**config.mk**
```make
export PLATFORM = sky130hd
export DESIGN_NAME = fingerprint_enroll_sequencer
export DESIGN_NICKNAME = d
export VERILOG_FILES = /design/src/rtl/fes_pkg.sv /design/src/rtl/fes_cfg_regs.sv /design/src/rtl/fes_seq_core.sv /design/src/rtl/fingerprint_enroll_sequencer.sv
export VERILOG_INCLUDE_DIRS = /design/src /design/src/rtl
export SDC_FILE = /design/constraint.sdc
export NUM_CORES = 1
export LEC_CHECK = 0
export BUFFER_PORTS_ARGS = -buffer_cell sky130_fd_sc_hd__buf_2
export CORE_AREA = 2 2 125 127
export CTS_BUF_LIST = sky130_fd_sc_hd__clkbuf_16
export CTS_CLUSTER_SIZE = 14
export DETAILED_ROUTE_END_ITERATION = 8
export DIE_AREA = 0 0 127 129
export PLACE_DENSITY = 0.77
export SLEW_MARGIN = 20
export SYNTH_ARGS = -nofsm -noshare
export SYNTH_HDL_FRONTEND = slang
export SYNTH_SLANG_ARGS = --single-unit
```
**constraint.sdc**
```tcl
create_clock -name aclk -period 2.2 [get_ports aclk]
set_input_delay 0.11 -clock aclk [delete_from_list [all_inputs] [get_ports aclk]]
set_output_delay 0.11 -clock aclk [all_outputs]
set_load 0.02 [all_outputs]
```
**src/rtl/fingerprint_enroll_sequencer_macros.svh**
```systemverilog
// Assertion macros shared by the enrollment sequencer modules.
`ifndef FINGERPRINT_ENROLL_SEQUENCER_MACROS_SVH
`define FINGERPRINT_ENROLL_SEQUENCER_MACROS_SVH

// Same-cycle implication, disabled while reset is asserted.
`define FES_ASSERT_IMPL(lbl, clk, rstn, ante, cons) \
    lbl: assert property (@(posedge clk) disable iff (!(rstn)) (ante) |-> (cons)) \
        else $error("fingerprint enroll sequencer: assertion failed");

// Next-cycle implication, disabled while reset is asserted.
`define FES_ASSERT_NEXT(lbl, clk, rstn, ante, cons) \
    lbl: assert property (@(posedge clk) disable iff (!(rstn)) (ante) |=> (cons)) \
        else $error("fingerprint enroll sequencer: assertion failed");

`endif

```
**src/rtl/fes_pkg.sv**
```systemverilog
package fes_pkg;

    // Configuration register indexes
    localparam int CFG_INDEX_W = 3;
    localparam logic [CFG_INDEX_W-1:0] CFG_PUT_FINGER_TIMEOUT    = 3'd0;
    localparam logic [CFG_INDEX_W-1:0] CFG_REMOVE_FINGER_TIMEOUT = 3'd1;
    localparam logic [CFG_INDEX_W-1:0] CFG_REPLY_TIMEOUT         = 3'd2;
    localparam logic [CFG_INDEX_W-1:0] CFG_ENROLL_CAPTURES       = 3'd3;
    localparam logic [CFG_INDEX_W-1:0] CFG_RETRY_LIMIT           = 3'd4;
    localparam logic [CFG_INDEX_W-1:0] CFG_DUPLICATE_CHECK       = 3'd5;
    localparam logic [CFG_INDEX_W-1:0] CFG_LIBRARY_PAGES         = 3'd6;

    localparam int CFG_DATA_W = 16;

    // Reset values of the configuration registers
    localparam logic [15:0] RST_PUT_FINGER_TIMEOUT    = 16'd100;
    localparam logic [15:0] RST_REMOVE_FINGER_TIMEOUT = 16'd100;
    localparam logic [15:0] RST_REPLY_TIMEOUT         = 16'd50;
    localparam logic [3:0]  RST_ENROLL_CAPTURES       = 4'd4;
    localparam logic [3:0]  RST_RETRY_LIMIT           = 4'd3;
    localparam logic        RST_DUPLICATE_CHECK       = 1'b1;
    localparam logic [15:0] RST_LIBRARY_PAGES         = 16'd100;

    // Reply classes from the fingerprint module
    localparam logic [2:0] CLS_OK           = 3'd0;
    localparam logic [2:0] CLS_CAPTURE_FAIL = 3'd1;
    localparam logic [2:0] CLS_NO_FINGER    = 3'd2;
    localparam logic [2:0] CLS_BAD_IMAGE    = 3'd3;
    localparam logic [2:0] CLS_FEATURE_FAIL = 3'd4;
    localparam logic [2:0] CLS_NOT_FOUND    = 3'd5;

    // Module commands
    localparam logic [2:0] MCMD_NONE    = 3'd0;
    localparam logic [2:0] MCMD_CAPTURE = 3'd1;
    localparam logic [2:0] MCMD_GEN     = 3'd2;
    localparam logic [2:0] MCMD_SEARCH  = 3'd3;
    localparam logic [2:0] MCMD_MERGE   = 3'd4;
    localparam logic [2:0] MCMD_STORE   = 3'd5;

    // Voice prompts
    localparam logic [1:0] PROMPT_NONE  = 2'd0;
    localparam logic [1:0] PROMPT_PLACE = 2'd1;
    localparam logic [1:0] PROMPT_AGAIN = 2'd2;

    // Reported outcome
    localparam logic [1:0] OUT_BUSY     = 2'd0;
    localparam logic [1:0] OUT_ENROLLED = 2'd1;
    localparam logic [1:0] OUT_FAILED   = 2'd2;

    // Failure causes
    localparam logic [1:0] CAUSE_NONE      = 2'd0;
    localparam logic [1:0] CAUSE_TIMEOUT   = 2'd1;
    localparam logic [1:0] CAUSE_ENROLL    = 2'd2;
    localparam logic [1:0] CAUSE_DUPLICATE = 2'd3;

    localparam logic CMD_POLL    = 1'b0;
    localparam logic CMD_RESTART = 1'b1;

    typedef struct packed {
        logic        cmd;
        logic        reply_seen;
        logic [2:0]  reply_class;
        logic [15:0] user_slot;
    } fes_in_t;

    typedef struct packed {
        logic [2:0]  module_cmd;
        logic [15:0] cmd_arg;
        logic [1:0]  prompt;
        logic        wake;
        logic [1:0]  phase;
        logic [1:0]  fail_cause;
    } fes_out_t;

    typedef struct packed {
        logic [15:0] put_finger_timeout;
        logic [15:0] remove_finger_timeout;
        logic [15:0] reply_timeout;
        logic [3:0]  enroll_captures;
        logic [3:0]  retry_limit;
        logic        duplicate_check;
        logic [15:0] library_pages;
    } fes_cfg_t;

endpackage

```
**src/rtl/fes_cfg_regs.sv**
```systemverilog
module fes_cfg_regs (
    input  logic                                aclk,
    input  logic                                aresetn,
    input  logic                                cfg_valid,
    output logic                                cfg_ready,
    input  logic [fes_pkg::CFG_INDEX_W-1:0]     cfg_index,
    input  logic [fes_pkg::CFG_DATA_W-1:0]      cfg_data,
    output fes_pkg::fes_cfg_t                   cfg
);
    import fes_pkg::*;

    fes_cfg_t cfg_reg;

    // Writes never stall.
    assign cfg_ready = 1'b1;
    assign cfg       = cfg_reg;

    always_ff @(posedge aclk) begin
        if (!aresetn) begin
            cfg_reg.put_finger_timeout    <= RST_PUT_FINGER_TIMEOUT;
            cfg_reg.remove_finger_timeout <= RST_REMOVE_FINGER_TIMEOUT;
            cfg_reg.reply_timeout         <= RST_REPLY_TIMEOUT;
            cfg_reg.enroll_captures       <= RST_ENROLL_CAPTURES;
            cfg_reg.retry_limit           <= RST_RETRY_LIMIT;
            cfg_reg.duplicate_check       <= RST_DUPLICATE_CHECK;
            cfg_reg.library_pages         <= RST_LIBRARY_PAGES;
        end else if (cfg_valid) begin
            case (cfg_index)
                CFG_PUT_FINGER_TIMEOUT:    cfg_reg.put_finger_timeout    <= cfg_data;
                CFG_REMOVE_FINGER_TIMEOUT: cfg_reg.remove_finger_timeout <= cfg_data;
                CFG_REPLY_TIMEOUT:         cfg_reg.reply_timeout         <= cfg_data;
                CFG_ENROLL_CAPTURES:       cfg_reg.enroll_captures       <= cfg_data[3:0];
                CFG_RETRY_LIMIT:           cfg_reg.retry_limit           <= cfg_data[3:0];
                CFG_DUPLICATE_CHECK:       cfg_reg.duplicate_check       <= cfg_data[0];
                CFG_LIBRARY_PAGES:         cfg_reg.library_pages         <= cfg_data;
                default: ;
            endcase
        end
    end

endmodule

```
**src/rtl/fes_seq_core.sv**
```systemverilog
`include "fingerprint_enroll_sequencer_macros.svh"

module fes_seq_core (
    input  logic              aclk,
    input  logic              aresetn,
    input  logic              accept,
    input  fes_pkg::fes_in_t  item,
    input  fes_pkg::fes_cfg_t cfg,
    output fes_pkg::fes_out_t result
);
    import fes_pkg::*;

    typedef enum logic [3:0] {
        PH_START       = 4'd0,
        PH_SEND_IMG    = 4'd1,
        PH_WAIT_IMG    = 4'd2,
        PH_SEND_GEN    = 4'd3,
        PH_WAIT_GEN    = 4'd4,
        PH_SEND_SEARCH = 4'd5,
        PH_WAIT_SEARCH = 4'd6,
        PH_SEND_LIFT   = 4'd7,
        PH_WAIT_LIFT   = 4'd8,
        PH_SEND_MERGE  = 4'd9,
        PH_WAIT_MERGE  = 4'd10,
        PH_SEND_STORE  = 4'd11,
        PH_WAIT_STORE  = 4'd12,
        PH_DONE        = 4'd13,
        PH_FAILED      = 4'd14
    } phase_t;

    phase_t      phase_reg, phase_next, phase_cur;
    logic [15:0] wait_count_reg, wait_count_next;
    logic [3:0]  captures_done_reg, captures_done_next;
    logic [3:0]  failures_seen_reg, failures_seen_next;
    logic        dup_pending_reg, dup_pending_next;
    logic [1:0]  cause_held_reg, cause_held_next;

    logic [15:0] wc_dec1, wc_dec2;
    logic        dec1_zero, dec2_zero;
    logic [3:0]  captures_bump, failures_bump;

    // Saturating countdowns
    assign wc_dec1   = (wait_count_reg != 16'd0) ? (wait_count_reg - 16'd1) : 16'd0;
    assign wc_dec2   = (wait_count_reg > 16'd2) ? (wait_count_reg - 16'd2) : 16'd0;
    assign dec1_zero = (wc_dec1 == 16'd0);
    assign dec2_zero = (wc_dec2 == 16'd0);

    assign captures_bump = (captures_done_reg != 4'hF) ? (captures_done_reg + 4'd1)
                                                       : captures_done_reg;
    assign failures_bump = (failures_seen_reg != 4'hF) ? (failures_seen_reg + 4'd1)
                                                       : failures_seen_reg;

    always_comb begin
        phase_cur          = (item.cmd == CMD_RESTART) ? PH_START : phase_reg;
        phase_next         = phase_cur;
        wait_count_next    = wait_count_reg;
        captures_done_next = captures_done_reg;
        failures_seen_next = failures_seen_reg;
        dup_pending_next   = dup_pending_reg;
        cause_held_next    = (item.cmd == CMD_RESTART) ? CAUSE_NONE : cause_held_reg;
        result             = '0;

        case (phase_cur)
            PH_START: begin
                phase_next         = PH_SEND_IMG;
                wait_count_next    = cfg.put_finger_timeout;
                captures_done_next = 4'd1;
                failures_seen_next = 4'd0;
                dup_pending_next   = cfg.duplicate_check;
                result.prompt      = PROMPT_PLACE;
            end
            PH_SEND_IMG: begin
                phase_next        = PH_WAIT_IMG;
                result.module_cmd = MCMD_CAPTURE;
            end
            PH_WAIT_IMG: begin
                if (item.reply_seen) begin
                    if (item.reply_class == CLS_OK) begin
                        phase_next  = PH_SEND_GEN;
                        result.wake = 1'b1;
                    end else if (item.reply_class == CLS_CAPTURE_FAIL ||
                                 item.reply_class == CLS_NO_FINGER ||
                                 item.reply_class == CLS_BAD_IMAGE) begin
                        phase_next = PH_SEND_IMG;
                        // No finger burns two polls of the placement budget.
                        if (item.reply_class == CLS_NO_FINGER) begin
                            wait_count_next = wc_dec2;
                            if (dec2_zero) begin
                                phase_next      = PH_FAILED;
                                cause_held_next = CAUSE_TIMEOUT;
                            end
                        end
                    end else begin
                        phase_next      = PH_FAILED;
                        cause_held_next = CAUSE_ENROLL;
                    end
                end else begin
                    wait_count_next = wc_dec1;
                    if (dec1_zero) begin
                        phase_next      = PH_FAILED;
                        cause_held_next = CAUSE_TIMEOUT;
                    end
                end
            end
            PH_SEND_GEN: begin
                phase_next        = PH_WAIT_GEN;
                result.module_cmd = MCMD_GEN;
                result.cmd_arg    = {12'd0, captures_done_reg};
                wait_count_next   = cfg.reply_timeout;
            end
            PH_WAIT_GEN: begin
                if (item.reply_seen) begin
                    if (item.reply_class == CLS_OK) begin
                        if (captures_done_reg == 4'd1 && dup_pending_reg) begin
                            captures_done_next = captures_bump;
                            phase_next         = PH_SEND_SEARCH;
                            dup_pending_next   = 1'b0;
                            wait_count_next    = cfg.reply_timeout;
                        end else if (captures_done_reg < cfg.enroll_captures) begin
                            phase_next         = PH_SEND_LIFT;
                            wait_count_next    = cfg.remove_finger_timeout;
                            captures_done_next = captures_bump;
                            result.prompt      = PROMPT_AGAIN;
                        end else begin
                            phase_next      = PH_SEND_MERGE;
                            wait_count_next = cfg.reply_timeout;
                        end
                        result.wake = 1'b1;
                    end else if (item.reply_class == CLS_FEATURE_FAIL ||
                                 item.reply_class == CLS_CAPTURE_FAIL) begin
                        if (failures_seen_reg < cfg.retry_limit) begin
                            phase_next      = PH_SEND_LIFT;
                            wait_count_next = cfg.remove_finger_timeout;
                            result.wake     = 1'b1;
                            result.prompt   = PROMPT_AGAIN;
                        end else begin
                            phase_next      = PH_FAILED;
                            cause_held_next = CAUSE_ENROLL;
                        end
                        failures_seen_next = failures_bump;
                    end else begin
                        phase_next      = PH_FAILED;
                        cause_held_next = CAUSE_ENROLL;
                    end
                end else begin
                    wait_count_next = wc_dec1;
                    if (dec1_zero) begin
                        phase_next      = PH_FAILED;
                        cause_held_next = CAUSE_TIMEOUT;
                    end
                end
            end
            PH_SEND_SEARCH: begin
                phase_next        = PH_WAIT_SEARCH;
                result.module_cmd = MCMD_SEARCH;
                result.cmd_arg    = cfg.library_pages;
            end
            PH_WAIT_SEARCH: begin
                if (item.reply_seen) begin
                    if (item.reply_class == CLS_OK) begin
                        phase_next      = PH_FAILED;
                        cause_held_next = CAUSE_DUPLICATE;
                    end else if (item.reply_class == CLS_NOT_FOUND) begin
                        phase_next      = PH_SEND_LIFT;
                        wait_count_next = cfg.remove_finger_timeout;
                        result.wake     = 1'b1;
                        result.prompt   = PROMPT_AGAIN;
                    end else begin
                        phase_next      = PH_FAILED;
                        cause_held_next = CAUSE_ENROLL;
                    end
                end else begin
                    wait_count_next = wc_dec1;
                    if (dec1_zero) begin
                        phase_next      = PH_FAILED;
                        cause_held_next = CAUSE_TIMEOUT;
                    end
                end
            end
            PH_SEND_LIFT: begin
                phase_next        = PH_WAIT_LIFT;
                result.module_cmd = MCMD_CAPTURE;
            end
            PH_WAIT_LIFT: begin
                if (item.reply_seen) begin
                    if (item.reply_class != CLS_NO_FINGER) begin
                        phase_next  = PH_SEND_LIFT;
                        result.wake = 1'b1;
                    end else begin
                        phase_next      = PH_SEND_IMG;
                        wait_count_next = cfg.put_finger_timeout;
                    end
                end else begin
                    wait_count_next = wc_dec1;
                    if (dec1_zero) begin
                        phase_next      = PH_FAILED;
                        cause_held_next = CAUSE_TIMEOUT;
                    end
                end
            end
            PH_SEND_MERGE: begin
                phase_next        = PH_WAIT_MERGE;
                result.module_cmd = MCMD_MERGE;
                wait_count_next   = cfg.reply_timeout;
            end
            PH_WAIT_MERGE, PH_WAIT_STORE: begin
                if (item.reply_seen) begin
                    if (item.reply_class == CLS_OK) begin
                        phase_next = (phase_cur == PH_WAIT_MERGE) ? PH_SEND_STORE : PH_DONE;
                    end else begin
                        phase_next      = PH_FAILED;
                        cause_held_next = CAUSE_ENROLL;
                    end
                end else begin
                    wait_count_next = wc_dec1;
                    if (dec1_zero) begin
                        phase_next      = PH_FAILED;
                        cause_held_next = CAUSE_TIMEOUT;
                    end
                end
            end
            PH_SEND_STORE: begin
                phase_next        = PH_WAIT_STORE;
                result.module_cmd = MCMD_STORE;
                result.cmd_arg    = item.user_slot;
                wait_count_next   = cfg.reply_timeout;
            end
            default: ;
        endcase

        if (phase_next == PH_DONE) begin
            result.phase = OUT_ENROLLED;
        end else if (phase_next == PH_FAILED) begin
            result.phase      = OUT_FAILED;
            result.fail_cause = cause_held_next;
        end else begin
            result.phase = OUT_BUSY;
        end
    end

    always_ff @(posedge aclk) begin
        if (!aresetn) begin
            phase_reg         <= PH_START;
            wait_count_reg    <= 16'd0;
            captures_done_reg <= 4'd1;
            failures_seen_reg <= 4'd0;
            dup_pending_reg   <= 1'b0;
            cause_held_reg    <= CAUSE_NONE;
        end else if (accept) begin
            phase_reg         <= phase_next;
            wait_count_reg    <= wait_count_next;
            captures_done_reg <= captures_done_next;
            failures_seen_reg <= failures_seen_next;
            dup_pending_reg   <= dup_pending_next;
            cause_held_reg    <= cause_held_next;
        end
    end

    `FES_ASSERT_IMPL(a_failed_has_cause, aclk, aresetn, phase_reg == PH_FAILED, cause_held_reg != CAUSE_NONE)
    `FES_ASSERT_IMPL(a_cmd_means_busy, aclk, aresetn, result.module_cmd != MCMD_NONE, result.phase == OUT_BUSY)
    `FES_ASSERT_IMPL(a_captures_nonzero, aclk, aresetn, 1'b1, captures_done_reg != 4'd0)

endmodule

```
**src/rtl/fingerprint_enroll_sequencer.sv**
```systemverilog
// Fingerprint enrollment sequencer: one poll in, one result out.
// Latency: a result is valid in the cycle after its poll transfer.
// Throughput: one poll per cycle while m_ready holds; the result register
// frees in the cycle its result transfers, so polls stream without gaps.
// Reset (aresetn low, synchronous): configuration returns to defaults, the
// sequencer returns to the start phase and the result register empties.
`include "fingerprint_enroll_sequencer_macros.svh"

module fingerprint_enroll_sequencer (
    input  logic                            aclk,
    input  logic                            aresetn,
    // poll channel
    input  logic                            s_valid,
    output logic                            s_ready,
    input  fes_pkg::fes_in_t                s_data,
    // result channel
    output logic                            m_valid,
    input  logic                            m_ready,
    output fes_pkg::fes_out_t               m_data,
    // configuration write channel
    input  logic                            cfg_valid,
    output logic                            cfg_ready,
    input  logic [fes_pkg::CFG_INDEX_W-1:0] cfg_index,
    input  logic [fes_pkg::CFG_DATA_W-1:0]  cfg_data
);
    import fes_pkg::*;

    fes_cfg_t cfg;
    fes_out_t result;
    fes_out_t m_data_reg;
    logic     m_valid_reg;
    logic     s_accept;

    // Take a poll whenever the result register is empty or being drained
    // this cycle.
    assign s_ready  = !m_valid_reg || m_ready;
    assign s_accept = s_valid && s_ready;
    assign m_valid  = m_valid_reg;
    assign m_data   = m_data_reg;

    fes_cfg_regs u_cfg (
        .aclk      (aclk),
        .aresetn   (aresetn),
        .cfg_valid (cfg_valid),
        .cfg_ready (cfg_ready),
        .cfg_index (cfg_index),
        .cfg_data  (cfg_data),
        .cfg       (cfg)
    );

    // Sequencer state advances only on a poll transfer; its result is
    // combinational from the poll and the current state.
    fes_seq_core u_core (
        .aclk    (aclk),
        .aresetn (aresetn),
        .accept  (s_accept),
        .item    (s_data),
        .cfg     (cfg),
        .result  (result)
    );

    // Result register: load on a poll transfer, drop when drained with no
    // new poll behind it.
    always_ff @(posedge aclk) begin
        if (!aresetn) begin
            m_valid_reg <= 1'b0;
        end else if (s_accept) begin
            m_valid_reg <= 1'b1;
        end else if (m_ready) begin
            m_valid_reg <= 1'b0;
        end
    end

    // Payload holds without reset; load only on a poll transfer.
    always_ff @(posedge aclk) begin
        if (s_accept) begin
            m_data_reg <= result;
        end
    end

    `FES_ASSERT_NEXT(a_poll_yields_result, aclk, aresetn, s_accept, m_valid)
    `FES_ASSERT_IMPL(a_no_overwrite, aclk, aresetn, m_valid && !m_ready, !s_ready)
    `FES_ASSERT_NEXT(a_drain_empties, aclk, aresetn, m_valid && m_ready && !s_valid, !m_valid)

endmodule

```
==> results.md, run 1 <==
* Final non-filler cell total at 1401
* Max reg flops at 73
* Post-synth top flop: dfxtp_1
* H-tree depth at 4
* CTS Buf Count at 17
* Worst-path maximum fanout at 3
* Avg WL per Cell at 20.2 µm
* Finish-stage setup viols at 26
* Lkg Pwr at 4.52 nW
* First-pass GRT wire length at 42.8 mm
* Initial antenna violation count at 0
* Multi-input combinational cell area at 0.00510 mm²
* Post-Syn Area at 0.00796 mm²
* Layout cells sized above 1 at 35.0%
* Largest net degree at the start of global routing at 60
* Sequential cell area at ~0.0029 mm²
* Power Dens Cells at 689 mW/mm²
* DP HPWL at 18.4 mm
* CTS root buf: clkbuf_16
* Fillers at 1003
* IO Pins at 74
* CP Class: flip-flop to flip-flop
* F_max at slightly above 400 MHz
* Router iterations before antenna repair at 6
* Via count at 8739
* Post-synthesis register bit count at 131
* Row Count at 45
* Remaining DRCs at 0
* Horiz. Die Dim at ~130 µm
* Ant diodes at 0
* Clock Path Buffers at 2
* Failing checks: setup timing
* Tcrit/Tclk final at 111%
* Global Route Usage Sum at approximately a third
* CP Data Arrival Time at 2.73 ns
* Final Hold Viols at 0
* DRC violation total after the first TritonRoute iteration at 969
* Vias in the first global route at 8505
* Leading cell type in the layout, fill and taps excluded: nand2_1
* Clk sinks at 131
* Post-synth EDFFs at 26
* CTS tree: done
* Final min period at 2.45 ns
* Hold Crit Class: input port to flip-flop
* Sw frac at 31.5%
* Nets@finish at 1258
* Core Region at 0.0150 mm²
* Commonest non-fill, non-tap cells in the layout: 194 x nand2_1, 163 x buf_4, 85 x dfxtp_1, 72 x buf_2, 56 x a21boi_0
* Starting Density at 53.2%
* Req. time, crit path at 2.49 ns
* Post-Syn Instances at slightly below 1000
* Async S/R FF share, synth at 0%
* Drt total wl at 28.3 mm
* Pre-CTS WS at -0.409 ns
* Outcome: finished with violations
* Clock power frac at 37.3%
* Syn_area_per_cell at just over 8 µm²
* Routed Antenna Nets at 0
* Routability congestion estimate at 0.977
* Vias/cell at ~6.2
* Post-synth net total at 1022
* Final Max Slew Viols at 0
* Worst VDD drop at between 500 and 600 µV
* Die H at 129 µm
* Max cap viols at 0
* Port buffer count at a little over 70
* RSZ-0062 raised after global routing: yes
* Final hold slack at 0.0175 ns
* PnR worst setup slack at -0.248 ns
* Flop-to-flop setup slack at -0.25 ns
* Slew @ Worst Pin at between 0.7 and 0.8 ns
* Synth cell types at 90
* Sequential power share at 35.1%
* Sequential cell area fraction in the yosys report at 36.2%
* Dpl cells at 1305
* Total grt overflow at 0
* Internal at 5.22 mW
* Util after Layout at 73.9%
* Crit start category: flip-flop
* Worst skew pair latency at about 0.43 ns
* Clk pin slew, worst setup/hold paths at 0.06 ns
* Die footprint at 0.0164 mm²
* Power share of the combinational group at 27.7%
* Syn-to-layout area delta at 38.9%
* Max_slew headroom at 46.9%
* Setup Skew at 0.0100 ns
* CP Capture Type: flip-flop
* Switching power at 2.40 mW
* Total number of yosys warnings at 0
==> final cells by class <==
| class | instances | area share [%] |
|---|---|---|
| well taps | 188 | 2.13 |
| clock inverters | 15 | 1.41 |
| repair buffers | 287 | 19.4 |
| clock buffers | 17 | 3.85 |
| inverters | 20 | 0.747 |
| flip-flops and latches | 131 | 26.3 |
| multi-input cells | 743 | 46.1 |
==> power groups by stage <==
stage	combinational, mW	sequential (mW)	clock, mW
floorplan	0.956	2.69	0
global placement	1.64	2.70	0
detailed placement	1.65	2.71	0
CTS	1.91	2.66	2.84
global route	2.23	2.68	2.94
finish	2.11	2.67	2.84
==> path summary, 6_finish.rpt <==
kind	cells past startpoint	from	endpoint
max reg2reg	11	u_core.wait_count_reg[1]	m_data[1]
min	3	cfg_data[1]	u_cfg.cfg[58]
min reg2reg	2	u_cfg.cfg[13]	u_cfg.cfg[13]
max	11	u_core.wait_count_reg[1]	m_data[1]
==> routing by layer <==
layer,vias up,GRT usage [%],share of wire (%)
met1,4141,39.8,38
met2,497,56.2,49
li1,3952,-,-
met5,-,0,0
met3,149,5.41,7.8
met4,0,19.8,5.6
==> cell usage after synthesis (14+ instances only) <==
master / n / area [µm²]
o21ai_0: 38 / 190
a31oi_1: 16 / 100
a221oi_1: 16 / 140
nor2b_1: 14 / 87.6
a22o_1: 14 / 123
nand2_1: 199 / 747
nand2b_1: 14 / 87.6
nor2_1: 53 / 199
a21oi_1: 40 / 200
a21boi_0: 56 / 420
inv_1: 18 / 67.6
clkbuf_1: 33 / 124
and3_1: 16 / 100
dfxtp_1: 105 / 2100
nor3_1: 16 / 80.1
nand3_1: 43 / 215
edfxtp_1: 26 / 781
mux2i_1: 15 / 150
xor2_1: 21 / 184
==> kinds of logic (layout without fill, tap and decap cells) <==
logic type | count (synthesis) | in the layout | synth area share [%]
adder cells (fa/ha/maj) | 13 | 13 | 2.04
AO/OA/AOI/OAI | 262 | 262 | 24.2
multiplexers | 15 | 15 | 1.89
buffers and inverters | 90 | 339 | 6.32
other | 1 | 1 | 0.0471
flip-flops | 131 | 131 | 36.2
AND/OR/NAND/NOR | 419 | 419 | 25.7
XOR/XNOR | 33 | 33 | 3.63
==> critical path: stages (launching register included) <==
cell	delay, ns
dfxtp_2	0.33
inv_2	0.08
ha_4	0.15
nor4b_4	0.26
nand4_1	0.15
xor2_1	0.22
nand4_1	0.18
buf_4	0.18
o211ai_4	0.20
o32ai_2	0.14
nor3_2	0.23
a21boi_2	0.20
==> per-stage QoR <==
step / setup TNS [ns] / power (mW) / instance area [µm²]
floorplan: -0.0389 / 3.65 / 8030
global placement: -3.15 / 4.34 / 9350
detailed placement: -3.83 / 4.36 / 9350
CTS: -2.45 / 7.41 / 10700
global route: -5.59 / 7.84 / 11100
finish: -3.20 / 7.63 / 11100
==> what timing repair did <==
| item | CTS | global route |
|---|---|---|
| cloned | 2 | 0 |
| setup endpoints to repair | 27 | 31 |
| buffers inserted | 23 | 11 |
| hold buffers | 29 | 0 |
| resized for setup | 76 | 72 |
| hold endpoints to repair | 60 | 0 |
| pin swaps | 44 | 33 |
Power figures use the tool's default switching activity.
==> run 2: changes to the inputs <==
Settings changed: GPL_TIMING_DRIVEN set to 0.
==> run 2 against run 1 <==
The flow finishes with violations (hold timing, setup timing). Maximum frequency down 6.8%. Power down 3.7%. First-iteration DRC count up 20%. Sequential power about the same. Combinational power down 5%. Critical path type unchanged.
==> results.md, run 2 (synthesized netlist as in run 1, its figures left out) <==
* CTS tree: done
* Failing checks: hold timing, setup timing
* H-tree depth at 4 (unchanged)
* Fillers at 1086 (+8.3%)
* Final Instance Area at 0.0109 mm² (-1.4%)
* Worst R2R Path Depth at 11 (unchanged)
* Vias/cell at 6.48 (+3.8%)
* Worst-path maximum fanout at 7 (+4)
* Flop-to-flop setup slack at -0.43 ns (-0.18 ns)
* Power Dens Cells at 673 mW/mm² (-2.3%)
* PnR worst setup slack at -0.425 ns (-0.178 ns)
* Outcome: finished with violations
* Routed Antenna Nets at 0 (unchanged)
* Switching power at 2.44 mW (+1.6%)
* Setup Skew at 0.0103 ns (+0.000251 ns)
* Port buffer count at 70 (-2.8%)
* Die H at 129 µm (unchanged)
* Worst Setup SP: u_core.wait_count_reg[0]
* Max reg flops at 73 (unchanged)
* Horiz. Die Dim at 127 µm (unchanged)
* DP HPWL at 19.0 mm (+3.7%)
* Slew @ Worst Pin at 0.854 ns (+0.0577 ns)
* Layout cells sized above 1 at 31.1% (-3.8 points)
* Syn-to-layout area delta at 37.0%
* CP Data Arrival Time at 2.91 ns (+0.18 ns)
* Nets@finish at 1204 (-4.3%)
* Tot Pwr at 7.35 mW (-3.7%)
* Final hold slack at -0.00479 ns (-0.0223 ns)
* Total grt overflow at 0 (unchanged)
* CTS root buf: clkbuf_16
* Leading cell type in the layout, fill and taps excluded: nand2_1
* Core Region at 0.0150 mm² (unchanged)
* Router iterations before antenna repair at 6 (unchanged)
* Placed instance area at 0.00862 mm² (-7.8%)
* GR Layer Usage met3 at 5.11% (-0.29 points)
* Clock power frac at 36.8% (-0.5 points)
* Drt total wl at 29.3 mm (+3.5%)
* Finish-stage setup viols at 29 (+12%)
* Worst VDD drop at 532 µV (-7.6%)
* CP Capture Type: flip-flop
* Via count at 8725 (-0.16%)
* Clock Path Buffers at 2 (unchanged)
* Starting Density at 53.2% (unchanged)
* Final Hold Viols at 1 (+1)
* Max cap viols at 0 (unchanged)
* CTS Buf Count at 17 (unchanged)
* Die footprint at 0.0164 mm² (unchanged)
* RSZ-0062 raised after global routing: yes
* Met1 Use GR at 43.3% (+3.5 points)
* Max_slew headroom at 42.7% (-4.3 points)
* Initial antenna violation count at 0 (unchanged)
* CP Class: flip-flop to flip-flop
* DRC violation total after the first TritonRoute iteration at 1158 (+20%)
* Vias in the first global route at 8177 (-3.9%)
* Sw frac at 33.3% (+1.7 points)
* Final min period at 2.63 ns (+0.178 ns)
* Clk pin slew, worst setup/hold paths at 0.06 ns (about the same)
* CP Capture Point: m_data[1]
* Global Route Usage Sum at 34.3% (+1.2 points)
* Internal at 4.90 mW (-6.1%)
* Remaining DRCs at 0 (unchanged)
* IO Pins at 74 (unchanged)
* Row Count at 45 (unchanged)
* First-pass GRT wire length at 43.7 mm (+2.2%)
* Clk sinks at 131 (unchanged)
* Req. time, crit path at 2.49 ns (about the same)
* Avg WL per Cell at 21.7 µm (+7.6%)
* Commonest non-fill, non-tap cells in the layout: 196 x nand2_1, 90 x dfxtp_1, 79 x buf_2, 56 x buf_4, 56 x a21boi_0
* Crit start category: flip-flop
* Reg-to-Reg Start: u_core.wait_count_reg[0]
* Sequential power share at 36.0% (+0.9 points)
* Hold Crit Class: input port to flip-flop
* Largest net degree at the start of global routing at 35 (-42%)
* Worst skew pair latency at 0.43 ns (about the same)
* Met2 Usage GRT at 56.2% (unchanged)
* Worst reg2reg endpoint: m_data[1]
* Power share of the combinational group at 27.2% (-0.5 points)
* Ant diodes at 0 (unchanged)
* Routability congestion estimate at 1.01 (+3.5%)
* Layer with the highest usage: met2
* Tcrit/Tclk final at 119% (+8.1 points)
* Final Max Slew Viols at 0 (unchanged)
* F_max at 381 MHz (-6.8%)
* Lkg Pwr at 4.22 nW (-6.6%)
run 2: cell count changes in the layout (fill, tap and decap cells not counted), moves of 5 or more:
| cell | before | now |
|---|---|---|
| buf_8 | 0 | 5 |
| o21ai_1 | 9 | 3 |
| buf_4 | 163 | 56 |
| nor2_2 | 9 | 4 |
| clkbuf_1 | 0 | 25 |
| buf_2 | 72 | 79 |
| dfxtp_1 | 85 | 90 |
| clkbuf_8 | 0 | 5 |
| dfxtp_2 | 18 | 9 |
run 2: worst min-delay path by stage:
| stage | start | end | cells past startpoint |
|---|---|---|---|
| 2_1_floorplan | cfg_data[2] | u_cfg.cfg[2] | 2 |
| 3_3_place_gp | s_valid | m_valid | 3 |
| 3_5_place_dp | s_data[1] | m_data[8] | 3 |
| 4_1_cts | s_data[12] | m_data[19] | 2 |
| 5_1_grt | s_data[12] | m_data[19] | 2 |
| 6_report | s_data[12] | m_data[19] | 2 |
run 2: critical path, stage by stage (launching register included):
cell and delay, ns:
dfxtp_4 0.39, inv_2 0.11, ha_1 0.22, nor2b_1 0.25
nand3_1 0.14, xor2_1 0.25, nand4_1 0.15, buf_6 0.17
o21ai_4 0.18, a32oi_4 0.15, nor3_4 0.27, a21boi_2 0.19
run 2: power by group through the flow:
| stage | Clock [mW] | Sequential, mW | Combinational, mW |
|---|---|---|---|
| after global placement | 0 | 2.68 | 1.38 |
| after detailed placement | 0 | 2.68 | 1.39 |
| after global routing | 2.81 | 2.65 | 2.10 |
| after CTS | 2.71 | 2.63 | 1.71 |
| final | 2.71 | 2.64 | 2.00 |
| after floorplan | 0 | 2.69 | 0.956 |
run 2: timing repair:
action | 4_1_cts | 5_1_grt
pin swaps | 33 | 48
hold endpoints to repair | 64 | 0
setup buffers | 35 | 27
gates resized for setup | 124 | 90
endpoints found under the setup margin | 47 | 49
hold buffers | 29 | 0
gates cloned | 2 | 2
run 2: routing by layer:
metal / vias to the layer above / share of wire (%)
met4: 0 / 6.2
met2: 592 / 47
met1: 4114 / 39
met3: 166 / 8.7
li1: 3853 / -
met5: - / 0
run 2: area by class of cell:
class	count	area (µm²)	share of cell area, %
Sequential cell	131	2920	26.7
Timing Repair Buffer	165	1240	11.4
Multi-Input combinational cell	743	5360	49.1
Buffer	68	510	4.68
Clock buffer	18	450	4.13
Tap cell	188	235	2.16
Inverter	20	95.1	0.872
Clock inverter	14	104	0.952
run 2: metrics by stage:
| stage | hold WS (ns) | TNS, ns | worst slack [ns] | util, % | cells |
|---|---|---|---|---|---|
| detailed placement | 0.373 | -21.00 | -0.735 | 57.6 | 1222 |
| finish | -0.00479 | -5.36 | -0.425 | 72.8 | 1347 |
| global placement | 0.371 | -22.39 | -0.749 | 57.5 | 1222 |
| global route | 0.0158 | -8.45 | -0.574 | 72.8 | 1347 |
| CTS | 0.00111 | -3.35 | -0.326 | 68.6 | 1319 |
| floorplan | 0.234 | -0.0389 | -0.0283 | - | 964 |
